### config.mk
export PLATFORM = sky130hd
export DESIGN_NAME = modbus_ascii_frame_decoder
export DESIGN_NICKNAME = d
export VERILOG_FILES = /design/src/hdl/mafd_pkg.sv /design/src/hdl/mafd_in_reg.sv /design/src/hdl/mafd_core.sv /design/src/hdl/mafd_out_reg.sv /design/src/hdl/modbus_ascii_frame_decoder.sv
export SDC_FILE = /design/constraint.sdc
export NUM_CORES = 1
export LEC_CHECK = 0
export ABC_CLOCK_PERIOD_IN_PS = 3600
export BUFFER_PORTS_ARGS = -buffer_cell sky130_fd_sc_hd__buf_2
export CAP_MARGIN = 20
export CORE_UTILIZATION = 55
export CTS_CLUSTER_DIAMETER = 50
export CTS_CLUSTER_SIZE = 14
export DETAILED_ROUTE_END_ITERATION = 6
export PLACE_DENSITY = 0.82
export SYNTH_ARGS = -nofsm -noshare
export SYNTH_HDL_FRONTEND = slang
export SYNTH_SLANG_ARGS = --single-unit
### constraint.sdc
create_clock -name clk -period 3.6 [get_ports clk]
set_input_delay 0.18 -clock clk [delete_from_list [all_inputs] [get_ports clk]]
set_output_delay 0.18 -clock clk [all_outputs]
set_load 0.02 [all_outputs]
### src/hdl/mafd_pkg.sv
// shared types, constants and character decode functions for the modbus ascii
// frame decoder; no dependencies
`default_nettype none

package mafd_pkg;

  localparam int MAX_FRAME_CHARS = 128;
  localparam int CNT_W = $clog2(MAX_FRAME_CHARS + 2);
  localparam int MIN_FRAME_CHARS = 7;

  localparam logic [7:0] CHAR_COLON = 8'h3A;
  localparam logic [7:0] CHAR_CR = 8'h0D;
  localparam logic [7:0] CHAR_LF = 8'h0A;
  localparam logic [5:0] DATA_COUNT_MAX = 6'd63;

  typedef enum logic [2:0] {
    ST_OK    = 3'd0,
    ST_SHORT = 3'd1,
    ST_ODD   = 3'd2,
    ST_HEX   = 3'd3,
    ST_LRC   = 3'd4,
    ST_OVER  = 3'd5
  } status_t;

  typedef struct packed {
    logic       first_was_colon;
    logic       low_nibble_next;
    logic [3:0] high_nibble;
    logic [7:0] held_byte;
    logic       held_valid;
    logic [7:0] running_sum;
    logic       hex_bad;
    logic [5:0] data_count;
  } frame_t;

  typedef struct packed {
    frame_t     f;
    logic       rel_valid;
    logic [7:0] rel;
  } take_t;

  typedef struct packed {
    logic       frame_end;
    logic [7:0] data_byte;
    status_t    status;
    logic [5:0] frame_bytes;
  } res_t;

  // returns {bad, nibble}
  function automatic logic [4:0] nibble_of(input logic [7:0] c);
    logic [4:0] r;
    if (c >= 8'h30 && c <= 8'h39) begin
      r = {1'b0, 4'(c - 8'h30)};
    end else if (c >= 8'h41 && c <= 8'h46) begin
      r = {1'b0, 4'(c - 8'h37)};
    end else if (c >= 8'h61 && c <= 8'h66) begin
      r = {1'b0, 4'(c - 8'h57)};
    end else begin
      r = 5'b1_0000;
    end
    return r;
  endfunction

  // one frame character through the pair decoder
  function automatic take_t take_char(input frame_t f, input logic [7:0] c,
                                      input logic pos_zero);
    take_t      r;
    logic [4:0] nv;
    logic [7:0] b;
    r.f = f;
    r.rel_valid = 1'b0;
    r.rel = 8'd0;
    nv = nibble_of(c);
    b = {f.high_nibble, nv[3:0]};
    if (pos_zero) begin
      r.f.first_was_colon = (c == CHAR_COLON);
    end else begin
      if (nv[4]) begin
        r.f.hex_bad = 1'b1;
      end
      if (!f.low_nibble_next) begin
        r.f.high_nibble = nv[3:0];
        r.f.low_nibble_next = 1'b1;
      end else begin
        r.f.low_nibble_next = 1'b0;
        r.f.held_byte = b;
        if (f.held_valid) begin
          r.rel_valid = 1'b1;
          r.rel = f.held_byte;
          r.f.running_sum = f.running_sum + f.held_byte;
          if (f.data_count != DATA_COUNT_MAX) begin
            r.f.data_count = f.data_count + 6'd1;
          end
        end else begin
          r.f.held_valid = 1'b1;
        end
      end
    end
    return r;
  endfunction

endpackage

`default_nettype wire

### src/hdl/mafd_in_reg.sv
// input register for received characters
// depends on mafd_pkg
`default_nettype none

module mafd_in_reg import mafd_pkg::*; (
  input  wire logic       clk,
  input  wire logic       rst,
  input  wire logic       rx_valid,
  output logic            rx_stall,
  input  wire logic [7:0] rx_char,
  input  wire logic       advance,
  output logic            char_valid,
  output logic [7:0]      char_q
);

  assign rx_stall = char_valid && !advance;

  always_ff @(posedge clk) begin
    if (rst) begin
      char_valid <= 1'b0;
    end else if (!rx_stall) begin
      char_valid <= rx_valid;
    end
  end

  always_ff @(posedge clk) begin
    if (!rx_stall && rx_valid) begin
      char_q <= rx_char;
    end
  end

endmodule

`default_nettype wire

### src/hdl/mafd_core.sv
// frame state and per-character decode: pair assembly, lrc sum, frame status
// depends on mafd_pkg
`default_nettype none

module mafd_core import mafd_pkg::*; (
  input  wire logic       clk,
  input  wire logic       rst,
  input  wire logic       fire,
  input  wire logic [7:0] c,
  output logic            res_load,
  output res_t            res
);

  logic [CNT_W-1:0] char_count;
  logic [CNT_W-1:0] char_count_next;
  logic             cr_pending;
  logic             cr_pending_next;
  frame_t           frame;
  frame_t           frame_next;

  logic [CNT_W-1:0] len;
  logic             lf_end;
  logic             over;
  take_t            t1;
  take_t            t2;
  status_t          end_status;

  always_comb begin
    len = char_count + CNT_W'(1);
    lf_end = cr_pending && (c == CHAR_LF);

    if (len < CNT_W'(MIN_FRAME_CHARS) || !frame.first_was_colon) begin
      end_status = ST_SHORT;
    end else if (!len[0]) begin
      end_status = ST_ODD;
    end else if (frame.hex_bad) begin
      end_status = ST_HEX;
    end else if (frame.held_byte != 8'(8'd0 - frame.running_sum)) begin
      end_status = ST_LRC;
    end else begin
      end_status = ST_OK;
    end

    // pending cr resolved as an ordinary frame character
    if (cr_pending) begin
      t1 = take_char(frame, CHAR_CR, char_count == CNT_W'(1));
    end else begin
      t1 = '{f: frame, rel_valid: 1'b0, rel: 8'd0};
    end
    if (c != CHAR_CR) begin
      t2 = take_char(t1.f, c, char_count == '0);
    end else begin
      t2 = '{f: t1.f, rel_valid: 1'b0, rel: 8'd0};
    end

    over = len > CNT_W'(MAX_FRAME_CHARS);

    res = '{frame_end: 1'b0, data_byte: 8'd0, status: ST_OK, frame_bytes: 6'd0};
    res_load = 1'b0;
    frame_next = t2.f;
    char_count_next = len;
    cr_pending_next = (c == CHAR_CR);

    priority if (lf_end) begin
      res.frame_end = 1'b1;
      res.status = end_status;
      res.frame_bytes = (end_status == ST_OK) ? frame.data_count : 6'd0;
      res_load = 1'b1;
      frame_next = '0;
      char_count_next = '0;
      cr_pending_next = 1'b0;
    end else if (over) begin
      res.frame_end = 1'b1;
      res.status = ST_OVER;
      res_load = 1'b1;
      frame_next = '0;
      char_count_next = '0;
      cr_pending_next = 1'b0;
    end else if (t1.rel_valid || t2.rel_valid) begin
      res.data_byte = t1.rel_valid ? t1.rel : t2.rel;
      res_load = 1'b1;
    end else begin
      res_load = 1'b0;
    end
  end

  always_ff @(posedge clk) begin
    if (rst) begin
      char_count <= '0;
      cr_pending <= 1'b0;
      frame <= '0;
    end else if (fire) begin
      char_count <= char_count_next;
      cr_pending <= cr_pending_next;
      frame <= frame_next;
    end
  end

endmodule

`default_nettype wire

### src/hdl/mafd_out_reg.sv
// result register for data and frame status results
// depends on mafd_pkg
`default_nettype none

module mafd_out_reg import mafd_pkg::*; (
  input  wire logic clk,
  input  wire logic rst,
  input  wire logic advance,
  input  wire logic load,
  input  wire res_t res_in,
  output logic      res_valid,
  output res_t      res_q
);

  always_ff @(posedge clk) begin
    if (rst) begin
      res_valid <= 1'b0;
    end else if (advance) begin
      res_valid <= load;
    end
  end

  always_ff @(posedge clk) begin
    if (advance && load) begin
      res_q <= res_in;
    end
  end

endmodule

`default_nettype wire

### src/hdl/modbus_ascii_frame_decoder.sv
// modbus ascii frame decoder top level: input register, decode core, result register
// depends on mafd_pkg, mafd_in_reg, mafd_core, mafd_out_reg
//
//   channel | handshake            | payload
//   --------+----------------------+-----------------------------------------
//   rx      | rx_valid / rx_stall  | rx_char
//   res     | res_valid / res_stall| frame_end, data_byte, status, frame_bytes
//
// one character per cycle sustained while no result is stalled; a character
// transfer reaches the outputs through the input register, then the result register
// a character that ends a frame, completes a non-first hex pair or overflows
// the frame gives one result; other characters give none
// synchronous reset clears the frame state and both valid flags
// a stalled result holds the pipe: rx_stall rises once the input register is full
`default_nettype none

module modbus_ascii_frame_decoder import mafd_pkg::*; (
  input  wire logic       clk,
  input  wire logic       rst,
  input  wire logic       rx_valid,
  output logic            rx_stall,
  input  wire logic [7:0] rx_char,
  output logic            res_valid,
  input  wire logic       res_stall,
  output logic            frame_end,
  output logic [7:0]      data_byte,
  output logic [2:0]      status,
  output logic [5:0]      frame_bytes
);

  logic       advance;
  logic       char_valid;
  logic [7:0] char_q;
  logic       res_load;
  res_t       res_next;
  res_t       res_q;

  assign advance = !(res_valid && res_stall);

  mafd_in_reg u_in_reg (
    .clk        (clk),
    .rst        (rst),
    .rx_valid   (rx_valid),
    .rx_stall   (rx_stall),
    .rx_char    (rx_char),
    .advance    (advance),
    .char_valid (char_valid),
    .char_q     (char_q)
  );

  mafd_core u_core (
    .clk      (clk),
    .rst      (rst),
    .fire     (char_valid && advance),
    .c        (char_q),
    .res_load (res_load),
    .res      (res_next)
  );

  mafd_out_reg u_out_reg (
    .clk       (clk),
    .rst       (rst),
    .advance   (advance),
    .load      (char_valid && res_load),
    .res_in    (res_next),
    .res_valid (res_valid),
    .res_q     (res_q)
  );

  assign frame_end   = res_q.frame_end;
  assign data_byte   = res_q.data_byte;
  assign status      = res_q.status;
  assign frame_bytes = res_q.frame_bytes;

endmodule

`default_nettype wire

==> flow_metrics.env, run 1 <==
export IMPL_cap_violations=0
export IMPL_crit_path_max_fanout=7
export IMPL_fp_dieW_um=91.50
export IMPL_path_class="register to register"
export IMPL_critical_path_most_common_cell="ha_1"
export IMPL_port_buffers=31
export IMPL_antenna_found_initial=0
export IMPL_r2r_start="u_core.char_count[0]"
export IMPL_dp_hpwl_um=7734
export IMPL_cts_inserted_buffers=9
export IMPL_ctsLongestPathBuffers=2
export IMPL_r2r_cells=12
export IMPL_fp_dieH_um=91.50
export IMPL_fin_util_pct=65.17
export IMPL_rsz0062_at_grt="no"
export IMPL_status="finished, final reports clean"
export IMPL_route_detailed_drc=0
export IMPL_crit_chain="ha_1 -> or3b_2 -> o211ai_2 -> mux2_2 -> ha_1 -> inv_1 -> o221ai_1 -> o41ai_2 -> xor2_1 -> a22oi_1 -> or3_1 -> nand3_1"
export IMPL_syn_to_final_growth_pct=14.31
export IMPL_worst_pin_slew_ns=0.8748
export IMPL_period_needed_ns=3.405
export IMPL_yosys_warnings=0
export IMPL_grt_max_degree=32
export IMPL_post_cts_buffers=0
export IMPL_placed_cells=643
export IMPL_holdCritPathClass="primary input to register"
export IMPL_async_reset_ff_share_pct=0
export IMPL_cp_start_kind="register"
export IMPL_layout_drive_gt1_share_pct=15.93
export IMPL_grt_overflow_total=0
export IMPL_seq_area_frac_synth_pct=36.35
export IMPL_drtAntennaViolNets=0
export IMPL_firstDrtPassIters=6
export IMPL_rrSetupSlack_ns=0.20
export IMPL_dpl_instance_area_um2=4738
export IMPL_synth_flop_cell="dfxtp_1"
export IMPL_worstSetupEndpointType="register"
export IMPL_die_area_um2=8372
export IMPL_grt_pass1_vias=3819
export IMPL_crit_path_start="u_core.char_count[0]"
export IMPL_wl_per_cell_um=15.78
export IMPL_initial_core_util_pct=57.01
export IMPL_netlist_area_um2=4405
export IMPL_powerDensity_nw_per_um2=312.1
export IMPL_synth_cell_types=73
export IMPL_syn_nets=552
export IMPL_vias=4010
export IMPL_fmax_mhz=293.7
export IMPL_drt_first_iter_violations=334
export IMPL_fin_setup_tns_ns=0
export IMPL_antenna_cells=0
export IMPL_cp_required_ns=3.90
export IMPL_synth_largest_area_cell="dfxtp_1"
export IMPL_root_buffer="clkbuf_8"
export IMPL_grt_pass1_wl_um=17970
export IMPL_synth_avg_cell_area_um2=8.588
export IMPL_via_per_inst=6.012
export IMPL_fp_row_count=32
export IMPL_core_area_um2=7727
export IMPL_endpoint="u_core.frame[14]"
export IMPL_ctsHtreeMaxLevel=3
export IMPL_total_power_uw=1572
export IMPL_cts_tree="yes"
export IMPL_cp_data_arrival_time_ns=3.71
export IMPL_grt_use_total_pct=27.07
export IMPL_clkTransAtPathRegs_ns=0.08
export IMPL_synth_top_area_share_pct=18.63
export IMPL_ir_drop_uv=214.2
export IMPL_io_pins=32
export IMPL_cpPeakStageDelay_ns=0.51
export IMPL_final_cells=667
export IMPL_fin_crit_sh_pct=94.57
export IMPL_setup_viol=0
export IMPL_synth_cells=513
export IMPL_clk_latency_ns=0.36
export IMPL_clock_sinks=67
export IMPL_p_leak_uw=0.002050
export IMPL_drt_wl_total_um=10530
export IMPL_synth_edf_count=26
export IMPL_hold_viol=0
export IMPL_synth_area_leaders="dfxtp_1 19%, edfxtp_1 18%, ha_1 7.1%"
export IMPL_routabilityCongestion=0.9425
export IMPL_synth_seq_cells=67
export IMPL_final_nets=599
export IMPL_slew_violations=0
export IMPL_skew_ns=0.006974
export IMPL_relSlewSlack_pct=41.46
export IMPL_cp_slowest_cell="or3b_2"
export IMPL_finish_instance_area_um2=5036
export IMPL_r2r_end="u_core.frame[14]"
sequential cells by signal, indices dropped and copies added (netlist names):
| signal | count |
|---|---|
| u_core.cr_pending | 1 |
| u_out_reg.res_valid | 1 |
| u_core.frame | 30 |
| u_core.char_count | 8 |
| u_in_reg.char_valid | 1 |
| u_in_reg.char_q | 8 |
| u_out_reg.res_q | 18 |
cells in the final DEF, fill, tap and decap left out, types with 6 or more instances in the layout:
cell type      netlist  final
nor2b_1              6      6
mux2i_1              6      6
a21oi_1             53     52
o21ai_0             17     17
dfxtp_1             41     40
buf_4                0     16
a22oi_1              9      9
clkbuf_8             0      9
nor2_1              58     58
nand3_1             19     19
edfxtp_1            26     26
xor2_1              11     11
inv_1               17     17
nand2_1             40     40
buf_2                4     31
and2_1              12     12
and3_1              13     13
ha_1                25     25
dlygate4sd3_1        0      8
nor3_1              12     12
o21ai_1             10     10
xnor2_1             14     14
report_power, final:
| group | internal [uW] | total (uW) | switching (uW) |
|---|---|---|---|
| logic | 44.8 | 116 | 71.0 |
| registers | 796 | 811 | 15.1 |
| clock network | 324 | 645 | 321 |
stage by stage:
step / hold WS, ns / worst slack, ns
final: 0.03718 / 0.1953
after CTS: 0.0009905 / 0.04810
after global placement: 0.3561 / 0.2626
after floorplan: 0.2789 / 0.2246
after global routing: 0.07880 / 0.01393
after detailed placement: 0.3581 / 0.1054
area by class of cell:
type | count | area (um^2)
Timing Repair Buffer | 55 | 355.3
Tap cell | 102 | 127.6
Clock buffer | 9 | 123.9
Fill cell | 635 | 2691
Multi-Input combinational cell | 409 | 2683
Inverter | 18 | 67.56
Clock inverter | 7 | 76.32
Sequential cell | 67 | 1603
synthesized netlist by cell type, types with 6 or more instances:
library cell,instances
nor2b_1,6
a31oi_1,6
dfxtp_1,41
inv_1,17
ha_1,25
xnor2_1,14
o21ai_1,10
and2_1,12
nor3_1,12
nand3_1,19
edfxtp_1,26
a22oi_1,9
clkbuf_1,13
nor2_1,58
nand2_1,40
a21oi_1,53
mux2i_1,6
and3_1,13
o21ai_0,17
xor2_1,11
kinds of logic after synthesis:
group,count (synthesis),synth area share [%]
multiplexers,11,2.641
adder cells (fa/ha/maj),27,8.009
XOR/XNOR,25,4.970
AND/OR/NAND/NOR,206,24.71
flip-flops,67,36.35
buffers and inverters,37,3.266
AO/OA/AOI/OAI,140,20.05
how the worst min path moves through the flow:
stage	to	slack, ns	cells after the start	from
after floorplan	u_in_reg.char_q[0]	0.28	0	rx_char[0]
after global placement	u_in_reg.char_q[2]	0.36	1	rx_char[2]
after detailed placement	u_in_reg.char_q[2]	0.36	1	rx_char[2]
after CTS	u_in_reg.char_q[4]	0.001	1	rx_char[4]
after global routing	u_in_reg.char_valid	0.08	3	rx_valid
final	u_in_reg.char_valid	0.04	3	rx_valid
critical path: cells and delay by family (launching register included):
kind	cells	cell delay, ns
compound gates	4	0.80
xor+xnor	1	0.19
fa+ha+maj	2	0.53
buf+inv	1	0.11
flops	1	0.44
mux	1	0.38
simple gates	3	0.90
metal layers:
| layer | global-route usage (%) | vias up | share of wire [%] |
|---|---|---|---|
| li1 | - | 1973 | - |
| met1 | 34.60 | 1854 | 44 |
| met2 | 44.17 | 157 | 46 |
| met3 | 4.355 | 26 | 6.6 |
| met4 | 13.49 | 0 | 3.0 |
| met5 | 0 | - | 0 |
timing repair:
action / in CTS / in global routing
gates resized for setup: 0 / 4
endpoints found under the hold margin: 7 / 1
hold buffers: 7 / 1
setup endpoints to repair: 0 / 3
Note: power is estimated with default switching activity, not from simulation.
==> inputs of run 2 (changes only) <==
- ABC_AREA: default -> 1
- ABC_CLOCK_PERIOD_IN_PS: 3600 -> default
==> flow_metrics.env, run 2 <==
export IMPL_die_area_um2=8693
export IMPL_holdWs_ns=0.006792
export IMPL_regMostFlops="u_core.frame"
export IMPL_firstDrtPassIters=5
export IMPL_slew_violations=0
export IMPL_grt_pass1_vias=3837
export IMPL_yosysMostFrequentCell="nand2_1"
export IMPL_drtAntennaViolNets=0
export IMPL_syn_nets=693
export IMPL_cp_start_kind="register"
export IMPL_path_delay_family="compound AO/OA/AOI/OAI gates"
export IMPL_synth_edf_count=26
export IMPL_grt_overflow_total=0
export IMPL_crit_chain="ha_1 -> nand2_1 -> nor2_2 -> nor2_4 -> nand2_2 -> o21ai_0 -> inv_1 -> ha_1 -> inv_1 -> fa_1 -> o21ai_0 -> a21o_1 -> a21oi_1 -> xor2_1 -> a21oi_1 -> nand2_1 -> a21oi_1"
export IMPL_antenna_found_initial=0
export IMPL_skew_ns=0.008605
export IMPL_wl_met2_um=4872
export IMPL_synth_cell_types=46
export IMPL_synth_seq_cells=67
export IMPL_largest_register_ffs=30
export IMPL_holdCritPathClass="primary input to register"
export IMPL_io_pins=32
export IMPL_fin_util_pct=64.01
export IMPL_routabilityCongestion=0.9243
export IMPL_seqCellArea_um2=1602
export IMPL_async_reset_ff_share_pct=0
export IMPL_final_nets=726
export IMPL_clk_latency_ns=0.35
export IMPL_critPathBufInv=2
export IMPL_route_detailed_drc=0
export IMPL_r2r_cells=17
export IMPL_synth_cells=654
export IMPL_seq_area_frac_synth_pct=34.98
export IMPL_rsz0062_at_grt="no"
export IMPL_ctsLongestPathBuffers=2
export IMPL_post_cts_buffers=0
export IMPL_cap_violations=0
export IMPL_powerDensity_nw_per_um2=314.9
export IMPL_relSlewSlack_pct=47.78
export IMPL_yosys_top_cells_count="169 x nand2_1, 77 x inv_1, 75 x nor2_1, 62 x a21oi_1, 41 x dfxtp_1"
export IMPL_fillerInstances=710
export IMPL_hold_path_end="u_in_reg.char_q[0]"
export IMPL_reg_top3="u_core.frame: 30 flops, u_out_reg.res_q: 18 flops"
export IMPL_critical_path_most_common_cell="a21oi_1"
export IMPL_vias=4324
export IMPL_fin_ws_ns=0.4092
export IMPL_synth_largest_area_cell="dfxtp_1"
export IMPL_antenna_cells=0
export IMPL_fin_crit_sh_pct=88.63
export IMPL_r2r_start="u_core.char_count[0]"
export IMPL_worstSetupEndpointType="register"
export IMPL_yosys_warnings=0
export IMPL_wl_per_cell_um=13.62
export IMPL_netlist_area_um2=4578
export IMPL_routed_top_layer="met4"
export IMPL_synth_avg_cell_area_um2=7.000
export IMPL_cp_data_arrival_time_ns=3.46
export IMPL_cts_inserted_buffers=9
export IMPL_port_buffers=31
export IMPL_period_needed_ns=3.191
export IMPL_grt_pass1_wl_um=17950
export IMPL_cts_resized=0
export IMPL_dpl_worst_slack_ns=0.4698
export IMPL_p_leak_uw=0.002191
export IMPL_whs_path_depth=1
export IMPL_multiInputGateArea_um2=2566
export IMPL_layout_commonest_cell="nand2_1"
export IMPL_met1_length_um=4979
export IMPL_final_cell_mix="169 x nand2_1, 77 x inv_1, 75 x nor2_1"
export IMPL_path_class="register to register"
export IMPL_total_power_uw=1590
export IMPL_rrSetupSlack_ns=0.41
export IMPL_root_buffer="clkbuf_8"
export IMPL_drt_wl_total_um=10810
export IMPL_cp_required_ns=3.87
export IMPL_initial_core_util_pct=58.04
export IMPL_synth_top_area_share_pct=17.93
export IMPL_core_area_um2=7888
export IMPL_synth_flop_cell="dfxtp_1"
export IMPL_clock_sinks=67
export IMPL_fp_dieH_um=93.24
export IMPL_fmax_mhz=313.4
export IMPL_hold_viol=0
export IMPL_cp_slowest_cell="dfxtp_1"
export IMPL_synth_area_leaders="dfxtp_1 18%, edfxtp_1 17%, nand2_1 14%"
export IMPL_drt_first_iter_violations=306
export IMPL_grt_max_degree=42
export IMPL_ctsHtreeMaxLevel=3
export IMPL_setup_viol=0
export IMPL_fin_setup_tns_ns=0
export IMPL_layout_drive_gt1_share_pct=10.84
export IMPL_crit_path_max_fanout=14
export IMPL_grt_use_total_pct=26.43
export IMPL_dp_hpwl_um=7808
export IMPL_met3_length_um=742
export IMPL_clkTransAtPathRegs_ns=0.08
export IMPL_fp_dieW_um=93.24
export IMPL_ir_drop_uv=215.0
export IMPL_min_delay_start="rx_char[0]"
export IMPL_cts_tree="yes"
export IMPL_worst_pin_slew_ns=0.7833
export IMPL_fp_row_count=32
export IMPL_syn_to_final_growth_pct=10.28
export IMPL_status="finished, final reports clean"
export IMPL_cpPeakStageDelay_ns=0.44
export IMPL_r2r_end="u_core.frame[13]"
export IMPL_via_per_inst=5.446
-- run 2: kinds of logic (layout without fill, tap and decap cells) --
logic type / after synthesis / in the layout / synth area share (%)
AND/OR/NAND/NOR: 324 / 324 / 30.36
multiplexers: 1 / 1 / 0.2186
adder cells (fa/ha/maj): 27 / 27 / 7.707
XOR/XNOR: 21 / 21 / 4.017
buffers and inverters: 100 / 138 / 8.964
AO/OA/AOI/OAI: 114 / 114 / 13.75
flip-flops: 67 / 67 / 34.98
-- run 2: what timing repair did --
item / CTS / global route
hold buffers: 2 / 2
hold endpoints to repair: 2 / 2
setup endpoints to repair: 0 / 0
-- run 2: layout make-up --
cell class | count | area share [%]
Multi-Input combinational cell | 487 | 50.83
Clock buffer | 9 | 2.454
Tap cell | 102 | 2.528
Sequential cell | 67 | 31.72
Inverter | 83 | 6.196
Clock inverter | 7 | 1.809
Timing Repair Buffer | 39 | 4.461
-- run 2: layer usage --
| layer | track usage [%] | up-vias |
|---|---|---|
| li1 | - | 2197 |
| met1 | 36.95 | 1926 |
| met2 | 40.50 | 183 |
| met3 | 3.740 | 18 |
| met4 | 11.92 | 0 |
| met5 | 0 | - |
-- run 2: how the worst max path moves through the flow --
stage	start	end	slack, ns	depth (start not counted)
2_1_floorplan	u_core.char_count[1]	u_core.frame[13]	0.69	20
3_3_place_gp	u_core.char_count[0]	u_core.frame[13]	0.59	17
3_5_place_dp	u_core.char_count[0]	u_core.frame[13]	0.47	17
4_1_cts	u_core.char_count[0]	u_core.frame[13]	0.43	17
5_1_grt	u_core.char_count[1]	u_core.frame[13]	0.13	19
6_report	u_core.char_count[0]	u_core.frame[13]	0.41	17
-- run 2: metrics by stage --
stage	instances	cell area (um^2)
6_report	794	5049
5_1_grt	794	5049
4_1_cts	792	5029
3_5_place_dp	774	4793
3_3_place_gp	774	4793
2_1_floorplan	654	4578
-- run 2: report_power, final --
| group | switching (uW) | total (uW) | internal, uW |
|---|---|---|---|
| sequential | 9.36 | 803 | 793 |
| combinational | 63.8 | 92.0 | 28.2 |
| clock | 307 | 695 | 388 |
